**src/lpts_pkg.sv**
```systemverilog
// shared types and codes for the two-priority lifo task scheduler
`default_nettype none
package lpts_pkg;

    // operation codes
    localparam logic OP_ARRIVE = 1'b0;
    localparam logic OP_TICK   = 1'b1;

    // priority classes
    localparam logic PRI_URGENT     = 1'b0;
    localparam logic PRI_BACKGROUND = 1'b1;

    // result status codes
    localparam logic [1:0] ST_ACCEPTED = 2'd0;
    localparam logic [1:0] ST_DROPPED  = 2'd1;
    localparam logic [1:0] ST_BUSY     = 2'd2;
    localparam logic [1:0] ST_IDLE     = 2'd3;

    typedef struct packed {
        logic push;
        logic pop;
    } t_stk_cmd;

    typedef struct packed {
        logic full;
        logic empty;
    } t_stk_stat;

endpackage
`default_nettype wire

```
**src/two_priority_lifo_task_scheduler_top.sv**
```systemverilog
// top level of the two-priority lifo task scheduler
//
//  channel   | handshake             | signals
//  ----------+-----------------------+-----------------------------------------------
//  command   | start && !busy        | i_operation i_task_id i_priority_req i_duration
//  result    | o_valid (1-cycle)     | o_status o_running_id o_remaining o_finished
//            |                       | o_finished_id
//
//  arrive and ticks that need no pop: the result strobes on the next cycle
//  a tick that pops a task: waits in S_POP for the stack ram read data, then the result is registered
//  busy is high only in S_POP, while waiting for the ram read data
//  synchronous active-low reset empties both stacks and frees the processor
//  results cannot be stalled; o_valid flags each one for exactly one cycle
`default_nettype none
module two_priority_lifo_task_scheduler_top #(
    parameter int STACK_DEPTH   = 16,
    parameter int ID_BITS       = 8,
    parameter int DURATION_BITS = 4
) (
    input  wire logic                     i_clk,
    input  wire logic                     i_rst_n,
    input  wire logic                     start,
    output logic                          busy,
    input  wire logic                     i_operation,
    input  wire logic [ID_BITS-1:0]       i_task_id,
    input  wire logic                     i_priority_req,
    input  wire logic [DURATION_BITS-1:0] i_duration,
    output logic                          o_valid,
    output logic      [1:0]               o_status,
    output logic      [ID_BITS-1:0]       o_running_id,
    output logic      [DURATION_BITS-1:0] o_remaining,
    output logic                          o_finished,
    output logic      [ID_BITS-1:0]       o_finished_id
);
    import lpts_pkg::*;

    localparam int EW = ID_BITS + DURATION_BITS;

    localparam logic S_IDLE = 1'b0;
    localparam logic S_POP  = 1'b1;

    logic r_state;
    logic n_state;

    // processor state
    logic                     r_run;
    logic [ID_BITS-1:0]       r_cur_id;
    logic [DURATION_BITS-1:0] r_ticks;
    logic                     r_sel;

    logic accept;
    logic pop_now;
    logic tick_now;

    t_stk_cmd  urg_cmd;
    t_stk_cmd  bgd_cmd;
    t_stk_stat urg_stat;
    t_stk_stat bgd_stat;
    logic [EW-1:0] entry;
    logic [EW-1:0] urg_rdata;
    logic [EW-1:0] bgd_rdata;
    logic [EW-1:0] pop_data;

    logic                     t_run;
    logic [ID_BITS-1:0]       t_id;
    logic [DURATION_BITS-1:0] t_tl;
    logic                     n_run;
    logic [DURATION_BITS-1:0] n_tl;
    logic [1:0]               n_status;
    logic [ID_BITS-1:0]       n_running_id;
    logic [DURATION_BITS-1:0] n_remaining;
    logic                     n_finished;
    logic [ID_BITS-1:0]       n_finished_id;
    logic                     push_full;

    assign busy   = (r_state == S_POP);
    assign accept = start && !busy;
    assign entry  = {i_task_id, i_duration};

    assign pop_now = accept && (i_operation == OP_TICK) && !r_run
                     && !(urg_stat.empty && bgd_stat.empty);
    // tick work done this cycle: either directly or once the popped entry is back
    assign tick_now = (accept && (i_operation == OP_TICK) && !pop_now) || busy;

    assign push_full = (i_priority_req == PRI_URGENT) ? urg_stat.full : bgd_stat.full;

    always_comb begin
        urg_cmd.push = accept && (i_operation == OP_ARRIVE)
                       && (i_priority_req == PRI_URGENT) && !urg_stat.full;
        bgd_cmd.push = accept && (i_operation == OP_ARRIVE)
                       && (i_priority_req == PRI_BACKGROUND) && !bgd_stat.full;
        urg_cmd.pop  = pop_now && !urg_stat.empty;
        bgd_cmd.pop  = pop_now && urg_stat.empty;
    end

    lpts_stack #(
        .WIDTH (EW),
        .DEPTH (STACK_DEPTH)
    ) u_urgent (
        .i_clk   (i_clk),
        .i_rst_n (i_rst_n),
        .i_cmd   (urg_cmd),
        .i_wdata (entry),
        .o_stat  (urg_stat),
        .o_rdata (urg_rdata)
    );

    lpts_stack #(
        .WIDTH (EW),
        .DEPTH (STACK_DEPTH)
    ) u_background (
        .i_clk   (i_clk),
        .i_rst_n (i_rst_n),
        .i_cmd   (bgd_cmd),
        .i_wdata (entry),
        .o_stat  (bgd_stat),
        .o_rdata (bgd_rdata)
    );

    assign pop_data = (r_sel == PRI_URGENT) ? urg_rdata : bgd_rdata;

    always_comb begin
        if (busy) begin
            t_run = 1'b1;
            t_id  = pop_data[EW-1:DURATION_BITS];
            t_tl  = pop_data[DURATION_BITS-1:0];
        end else begin
            t_run = r_run;
            t_id  = r_cur_id;
            t_tl  = r_ticks;
        end
    end

    always_comb begin
        n_run         = t_run;
        n_tl          = t_tl;
        n_status      = ST_IDLE;
        n_running_id  = '0;
        n_remaining   = '0;
        n_finished    = 1'b0;
        n_finished_id = '0;
        if (!tick_now) begin
            n_status = push_full ? ST_DROPPED : ST_ACCEPTED;
        end else begin
            if (t_run && (t_tl != '0)) begin
                n_tl         = t_tl - DURATION_BITS'(1);
                n_status     = ST_BUSY;
                n_running_id = t_id;
                n_remaining  = n_tl;
            end
            // zero-duration task finishes on the same tick it is loaded
            if (t_run && (n_tl == '0)) begin
                n_finished    = 1'b1;
                n_finished_id = t_id;
                n_run         = 1'b0;
            end
        end
    end

    always_comb begin
        n_state = r_state;
        unique case (r_state)
            S_IDLE: begin
                if (pop_now) begin
                    n_state = S_POP;
                end
            end
            S_POP: begin
                n_state = S_IDLE;
            end
            default: begin
                n_state = S_IDLE;
            end
        endcase
    end

    always_ff @(posedge i_clk) begin
        if (!i_rst_n) begin
            r_state <= S_IDLE;
            r_run   <= 1'b0;
            o_valid <= 1'b0;
        end else begin
            r_state <= n_state;
            o_valid <= (accept && !pop_now) || busy;
            if (tick_now) begin
                r_run <= n_run;
            end
        end
    end

    always_ff @(posedge i_clk) begin
        if (pop_now) begin
            r_sel <= urg_stat.empty ? PRI_BACKGROUND : PRI_URGENT;
        end
        if (tick_now) begin
            r_cur_id <= t_id;
            r_ticks  <= n_tl;
        end
        if ((accept && !pop_now) || busy) begin
            o_status      <= n_status;
            o_running_id  <= n_running_id;
            o_remaining   <= n_remaining;
            o_finished    <= n_finished;
            o_finished_id <= n_finished_id;
        end
    end

    a_pop_one_cycle: assert property (@(posedge i_clk) disable iff (!i_rst_n)
        busy |=> !busy) else $error("pop wait longer than one cycle");
    a_pop_only_free: assert property (@(posedge i_clk) disable iff (!i_rst_n)
        busy |-> !r_run) else $error("pop while processor running");
    a_pop_gives_result: assert property (@(posedge i_clk) disable iff (!i_rst_n)
        busy |=> o_valid) else $error("popped tick produced no result");
    a_arrive_no_finish: assert property (@(posedge i_clk) disable iff (!i_rst_n)
        (o_valid && ((o_status == ST_ACCEPTED) || (o_status == ST_DROPPED)))
        |-> !o_finished) else $error("completion reported on arrive");

endmodule
`default_nettype wire

```
**src/lpts_ram.sv**
```systemverilog
// generic single-write, single-read ram with registered read data
`default_nettype none
module lpts_ram #(
    parameter int WIDTH = 12,
    parameter int DEPTH = 16
) (
    input  wire logic                     i_clk,
    input  wire logic                     i_we,
    input  wire logic [$clog2(DEPTH)-1:0] i_waddr,
    input  wire logic [WIDTH-1:0]         i_wdata,
    input  wire logic                     i_re,
    input  wire logic [$clog2(DEPTH)-1:0] i_raddr,
    output logic      [WIDTH-1:0]         o_rdata
);

    logic [WIDTH-1:0] r_mem [DEPTH];

    always_ff @(posedge i_clk) begin
        if (i_we) begin
            r_mem[i_waddr] <= i_wdata;
        end
        if (i_re) begin
            o_rdata <= r_mem[i_raddr];
        end
    end

endmodule
`default_nettype wire

```
**src/lpts_stack.sv**
```systemverilog
// lifo stack: fill count plus ram, pop data arrives in the cycle after the pop
`default_nettype none
module lpts_stack #(
    parameter int WIDTH = 12,
    parameter int DEPTH = 16
) (
    input  wire logic                 i_clk,
    input  wire logic                 i_rst_n,
    input  wire lpts_pkg::t_stk_cmd   i_cmd,
    input  wire logic [WIDTH-1:0]     i_wdata,
    output lpts_pkg::t_stk_stat       o_stat,
    output logic      [WIDTH-1:0]     o_rdata
);
    import lpts_pkg::*;

    localparam int AW = $clog2(DEPTH);
    localparam int CW = $clog2(DEPTH + 1);

    logic [CW-1:0] r_count;
    logic [CW-1:0] n_count;
    logic [CW-1:0] count_m1;

    assign count_m1     = r_count - CW'(1);
    assign o_stat.full  = (r_count == CW'(DEPTH));
    assign o_stat.empty = (r_count == '0);

    always_comb begin
        n_count = r_count;
        if (i_cmd.push) begin
            n_count = r_count + CW'(1);
        end else if (i_cmd.pop) begin
            n_count = count_m1;
        end
    end

    always_ff @(posedge i_clk) begin
        if (!i_rst_n) begin
            r_count <= '0;
        end else begin
            r_count <= n_count;
        end
    end

    lpts_ram #(
        .WIDTH (WIDTH),
        .DEPTH (DEPTH)
    ) u_ram (
        .i_clk   (i_clk),
        .i_we    (i_cmd.push),
        .i_waddr (r_count[AW-1:0]),
        .i_wdata (i_wdata),
        .i_re    (i_cmd.pop),
        .i_raddr (count_m1[AW-1:0]),
        .o_rdata (o_rdata)
    );

    a_count_range: assert property (@(posedge i_clk) disable iff (!i_rst_n)
        r_count <= CW'(DEPTH)) else $error("stack count above depth");
    a_no_push_full: assert property (@(posedge i_clk) disable iff (!i_rst_n)
        i_cmd.push |-> !o_stat.full) else $error("push onto full stack");
    a_no_pop_empty: assert property (@(posedge i_clk) disable iff (!i_rst_n)
        i_cmd.pop |-> !o_stat.empty) else $error("pop from empty stack");

endmodule
`default_nettype wire

```
**config.mk**
```make
export PLATFORM = sky130hd
export DESIGN_NAME = two_priority_lifo_task_scheduler_top
export DESIGN_NICKNAME = d
export VERILOG_FILES = /design/src/lpts_pkg.sv /design/src/two_priority_lifo_task_scheduler_top.sv /design/src/lpts_ram.sv /design/src/lpts_stack.sv
export SDC_FILE = /design/constraint.sdc
export NUM_CORES = 1
export LEC_CHECK = 0
export BUFFER_PORTS_ARGS = -buffer_cell sky130_fd_sc_hd__buf_4
export CORE_MARGIN = 2
export CORE_UTILIZATION = 55
export CTS_CLUSTER_SIZE = 12
export DETAILED_ROUTE_END_ITERATION = 10
export GPL_TIMING_DRIVEN = 1
export MAX_ROUTING_LAYER = met4
export PLACE_DENSITY = 0.71
export SYNTH_ARGS = -nofsm -noshare
export SYNTH_HDL_FRONTEND = slang
export SYNTH_HIERARCHICAL = 1
export SYNTH_SLANG_ARGS = --single-unit
export TNS_END_PERCENT = 5
```
**constraint.sdc**
```tcl
create_clock -name i_clk -period 4.8 [get_ports i_clk]
set_clock_uncertainty 0.15 [all_clocks]
set_input_delay 0.48 -clock i_clk [delete_from_list [all_inputs] [get_ports i_clk]]
set_output_delay 0.48 -clock i_clk [all_outputs]
set_load 0.02 [all_outputs]
```
* Yosys cells after proc, flatten, opt, wreduce, memory -nomap -nowiden
Memories as Yosys holds them, arrays and structs flattened. A register that Yosys moved wholly into a read port is not among the register bits. Index checks and enable logic that the tools add are counted.
Storage, ports and cells: word-level logic and storage cells 81, input port bits 17, bits in writable memories 384, memories 2, output and inout port bits 25, register bits 49
Memory list:
- u_background.u_ram.r_mem | words 16, width 12, rd ports 1, clocked after Yosys merged registers in 1, write ports 1, line lpts_ram.sv:16 | logic [WIDTH-1:0] r_mem [DEPTH];
- u_urgent.u_ram.r_mem | words 16, width 12, rd ports 1, clocked after Yosys merged registers in 1, write ports 1, line lpts_ram.sv:16
Cells by class: multiplexer cells 23, bitwise gates (word level) 3, add/sub/neg operators 5, reductions and logical operators 33, equal/unequal tests 2
Operator list (number):
- 5-bit two-way mux | 4
- 1-bit logical AND | 16
- 1-bit two-way mux | 12
- 12-bit two-way mux | 1
- 4-bit two-way mux | 3
- 5-bit by 1-bit adder with 5-bit output, second input constant | 2
- 5-bit == test, second input constant | 2
- 5-bit zero test | 2
- 5-bit by 1-bit subtractor with 5-bit output, second input constant | 2
- 8-bit two-way mux | 1
- 1-bit zero test | 7
- 4-bit zero test | 1
- 2-bit AND reduction | 2
- 2-bit nonzero test | 2
- 4-bit nonzero test | 1
- 4-bit by 1-bit subtractor with 4-bit output, second input constant | 1
- 1-bit NOT | 3
- 1-bit logical OR | 2
- 2-bit two-way mux | 1
- 1-bit case mux with 2 select lines | 1

* Longest topological paths before layout
depth in word-level cells 12, gate-level depth with buffers 10, gate-level depth less buffers 9

* Modules after synthesis
The synthesis kept the hierarchy.
By module, submodules not included:
- lpts_ram | times used 2, cells an instance 329, area each 7719.9 µm², seq. area each 6125.9 µm²
- two_priority_lifo_task_scheduler_top | times used 1, cells an instance 157, area each 1914.3 µm², seq. area each 1141.1 µm²
- lpts_stack | times used 2, cells an instance 40, area each 331.6 µm², seq. area each 100.1 µm²

* Worst setup path after synthesis
No wires, ideal clock.
path kind register to register, start register r_state, in the netlist busy, end memory u_urgent.u_ram.r_mem[0][0] (enable), period minus slack after synthesis 3551 ps, path slack 1249 ps, stages on the path, launching flop included 7, buffers on the path 2, library setup time 396 ps, required time 4254 ps, data arrival time 3004 ps, cells stage by stage dfxtp_1 -> buf_2 -> clkbuf_1 -> or3_1 -> nor3_1 -> or3b_1 -> nor3_1
RTL lines:
- start: declaration | line two_priority_lifo_task_scheduler_top.sv:42 | logic r_state;
- start signal: assignment | line two_priority_lifo_task_scheduler_top.sv:183 | r_state <= n_state;
- end: declaration | line lpts_ram.sv:16

* Worst setup path in the final report
start register r_sel, end register o_finished_id[1], data pin
On the way: cells in the longest elaborated chain, start to end 9, elaborated cells between the ends (all ways) 11, those cells by class add/sub (1); mux (5); reduce/logical (5)
Ends and longest elaborated chain:
- start: declaration | line two_priority_lifo_task_scheduler_top.sv:49 | logic r_sel;
- start signal: assignment | line two_priority_lifo_task_scheduler_top.sv:193 | r_sel <= urg_stat.empty ? PRI_BACKGROUND : PRI_URGENT;
- 12-bit two-way mux (*) | line two_priority_lifo_task_scheduler_top.sv:120 | assign pop_data = (r_sel == PRI_URGENT) ? urg_rdata : bgd_rdata;
- branches (longest 8 deep; another with 4-bit by 1-bit subtractor with 4-bit output)
- end signal: assignment | line two_priority_lifo_task_scheduler_top.sv:204 | o_finished_id <= n_finished_id;
- end: declaration | line two_priority_lifo_task_scheduler_top.sv:33 | output logic [ID_BITS-1:0] o_finished_id
Every way passes the cells marked *. The select of a mux whose other input is x is not followed. A chain may end at the register's enable or synchronous reset.

==> flow_summary.ini <==
[die]
die-area_um2 = 34220
start_util_pct = 55.66
rows = 66
die_w_um = 185.0
core_area_um2 = 32370
io_pins = 42
die_h_um = 185.0

[sta]
fin_crit_ns = 3.616
hold_viol = 0
slew_headroom_pct = 20.02
grt_setup_unrepaired = no
fin_crit_sh_pct = 75.33
fmax_mhz = 276.6
fin_hold_ws_ns = 0.1721
timing.final.ws_setup_ns = 1.184
finalMaxSlewViolations = 0
worstMarginPinSlew_ns = 1.195
timing.setup.tns_ns = 0
setup_violations = 0

[worst_setup_path]
startpoint_type = flop
r2r_slack_ns = 1.18
cp-end-kind = flop
timing.rr.start = r_sel
rr_worst_depth = 8
r2r-end = o_finished_id[1]
crit_chain = mux2_2, mux2i_2, ha_1, or3b_1, a21o_1, and3_1, or4_4, nor3_2
slowest_delay_ns = 0.72
crit_arrival_ns = 3.84
cp.required_ns = 5.02
crit_type = flop to flop
cp-startpoint = r_sel
slowest_stage = edfxtp_1
crit_fanout = 12

[global_route]
grt_max_degree = 49
grt.overflow.total = 0
top_usage_layer = met1
met1_usage_pct = 32.91
grt_first_pass_wirelength_mm = 52.99
grt_usage_pct = 21.87
grt_pass1_vias = 8554
use_met3_pct = 3.637
antenna_found_initial = 0
grt_use_met2_pct = 32.21

[finish]
area_growth_pct = 12.25
nets = 1009
fillers = 2223
drive_gt1_share_pct = 22.76
seqCellArea_um2 = 13590
diodes = 0
multi_input_area_um2 = 4146

[clock_network]
clock_path_buffers = 3
htreeDepth = 2
clk_pin_slew_worst_paths_ns = 0.06
post_cts_buffers = 0
cts_resized = 0
hold_buffers = 0
clock_latency_ns = 0.53
cts_tree = yes
cts_inserted_buffers = 45
clock_sinks = 457
cts_root_buffer = clkbuf_16

[yosys]
synth_cell_types = 49
synthesis.nets = 917
yosys.area.top_type = edfxtp_1
ys_top_cells_by_area = edfxtp_1 74%, mux4_2 8.3%, mux4_1 4.4%
ys_warn_count = 6
ys_seq_elements = 457
ys.flop_type = edfxtp_1
synth_edf_count = 444
async_flop_share_pct = 0
avgSynthCellArea_um2 = 20.13
synth_top_area_share_pct = 74.00
synth.most_common_cell = edfxtp_1
syn_area_um2 = 18020
synthTopCellsByCount = 444 x edfxtp_1, 66 x mux4_2, 48 x a22oi_1, 47 x nand2_1, 44 x nor2_1
post_synth_inst_count = 895
yosysSeqAreaShare_pct = 75.44

[routing]
wire_per_inst_um = 24.19
drc = 0
viasPerCell = 6.078
ant_nets = 0
via_count = 8855
drt_first_iter_violations = 982
drtPass1Iterations = 5
totalWireLength_mm = 35.25

[placed_design]
dp_slack_ns = 1.205
finalWeightedCongestion = 0.8627
hpwlAfterDp_mm = 20.84
portBuffers = 41

[power_and_ir_drop]
ir_drop_uv = 216.4
power_density_nw_per_um2 = 486.4
p_leak_nw = 6.859

[flow_run]
cap_violations = 0

[status]
outcome = finished clean

[worst_hold_path]
min-delay-start = i_rst_n
whs_path_depth = 2
min_to = u_urgent/r_count[1]
hp-class = input pin to flop
## placed cells by master (no fill, tap or decap), types with 4 or more instances in the layout
cell / synthesis / final
clkbuf_1: 16 / 23
buf_4: 1 / 82
and3b_1: 4 / 4
and2_1: 6 / 6
inv_1: 17 / 13
clkbuf_16: 0 / 45
a21oi_1: 5 / 5
nor2_1: 44 / 44
mux4_2: 66 / 66
nor3_1: 13 / 6
nand3_1: 4 / 4
nand2_1: 47 / 47
xor2_1: 4 / 4
nor3_2: 10 / 17
mux4_1: 30 / 30
nand2b_1: 11 / 11
edfxtp_1: 444 / 444
nor2b_1: 5 / 5
nand3b_1: 4 / 4
o21ai_0: 13 / 13
a22oi_1: 48 / 48
ha_1: 5 / 5
dfxtp_1: 13 / 13
a21o_1: 4 / 4
and3_1: 6 / 6
and4_2: 4 / 4
mux2i_1: 17 / 17
inv_2: 0 / 4
## layer usage
layer	wire, um	vias up	share of wire, %
met5	0	-	0
li1	-	3853	-
met4	563	0	1.6
met3	2656	42	7.5
met2	16430	383	47
met1	15600	4577	44
## metrics by stage
stage	total power (W)	util (%)	cell area [um2]	instances
after floorplan	0.006186	-	18020	895
after global placement	0.006813	58.58	18960	1381
after detailed placement	0.006839	58.58	18960	1381
after CTS	0.009901	62.45	20220	1456
after global routing	0.01023	62.48	20220	1457
final	0.009837	62.48	20220	1457
## critical path, delay by kind of cell, from the launching register on
family / cells / cell delay, ns
AOI/OAI and AO/OA: 1 / 0.22
adders and majority gates: 1 / 0.35
DFF: 1 / 0.72
muxes: 2 / 0.71
and+or+nand+nor: 4 / 1.31
## flip-flops by register name, summed over array words and instances, names as in the netlist, 2 cells and up
| name | cells |
|---|---|
| o_finished_id | 8 |
| o_remaining | 4 |
| o_running_id | 8 |
| o_status | 2 |
| r_cur_id | 8 |
| r_ticks | 4 |
| u_background/r_count | 5 |
| u_background/u_ram/o_rdata | 12 |
| u_background/u_ram/r_mem | 192 |
| u_urgent/r_count | 5 |
| u_urgent/u_ram/o_rdata | 12 |
| u_urgent/u_ram/r_mem | 192 |
## how the worst max path moves through the flow
| stage | end | slack [ns] | depth (start not counted) |
|---|---|---|---|
| floorplan | u_urgent/u_ram/r_mem[0][0] | 1.25 | 6 |
| global placement | o_finished_id[1] | 1.29 | 8 |
| detailed placement | o_finished_id[1] | 1.21 | 8 |
| CTS | o_finished_id[1] | 1.18 | 8 |
| global route | o_finished_id[7] | 0.97 | 8 |
| finish | o_finished_id[1] | 1.18 | 8 |
## power breakdown
group	total [W]	switching, W	leakage [nW]	internal [W]
Clock	0.00308	0.00134	0.605	0.00174
Combinational	0.00201	0.00124	2.12	0.000769
Sequential	0.00475	0.000106	4.14	0.00464
## area by class of cell
class	instances	share of cell area (%)
clock buffers	69	6.063
repair buffers	82	3.044
inverters	17	0.3155
well taps	442	2.734
multi-input cells	384	20.50
flip-flops and latches	457	67.21
clock inverters	6	0.1299
## logic make-up (layout without fill, tap and decap cells)
kind of cell	after synthesis	in the layout	synth area share [%]
and+or+nand+nor	172	172	5.049
buffers and inverters	54	174	1.757
xor gates and xnor gates	6	6	0.2917
DFF	457	457	75.44
adders and majority gates	5	5	0.3472
AOI/OAI and AO/OA	84	84	3.264
muxes	117	117	13.85
No activity file was read; power rests on OpenSTA's default activity.
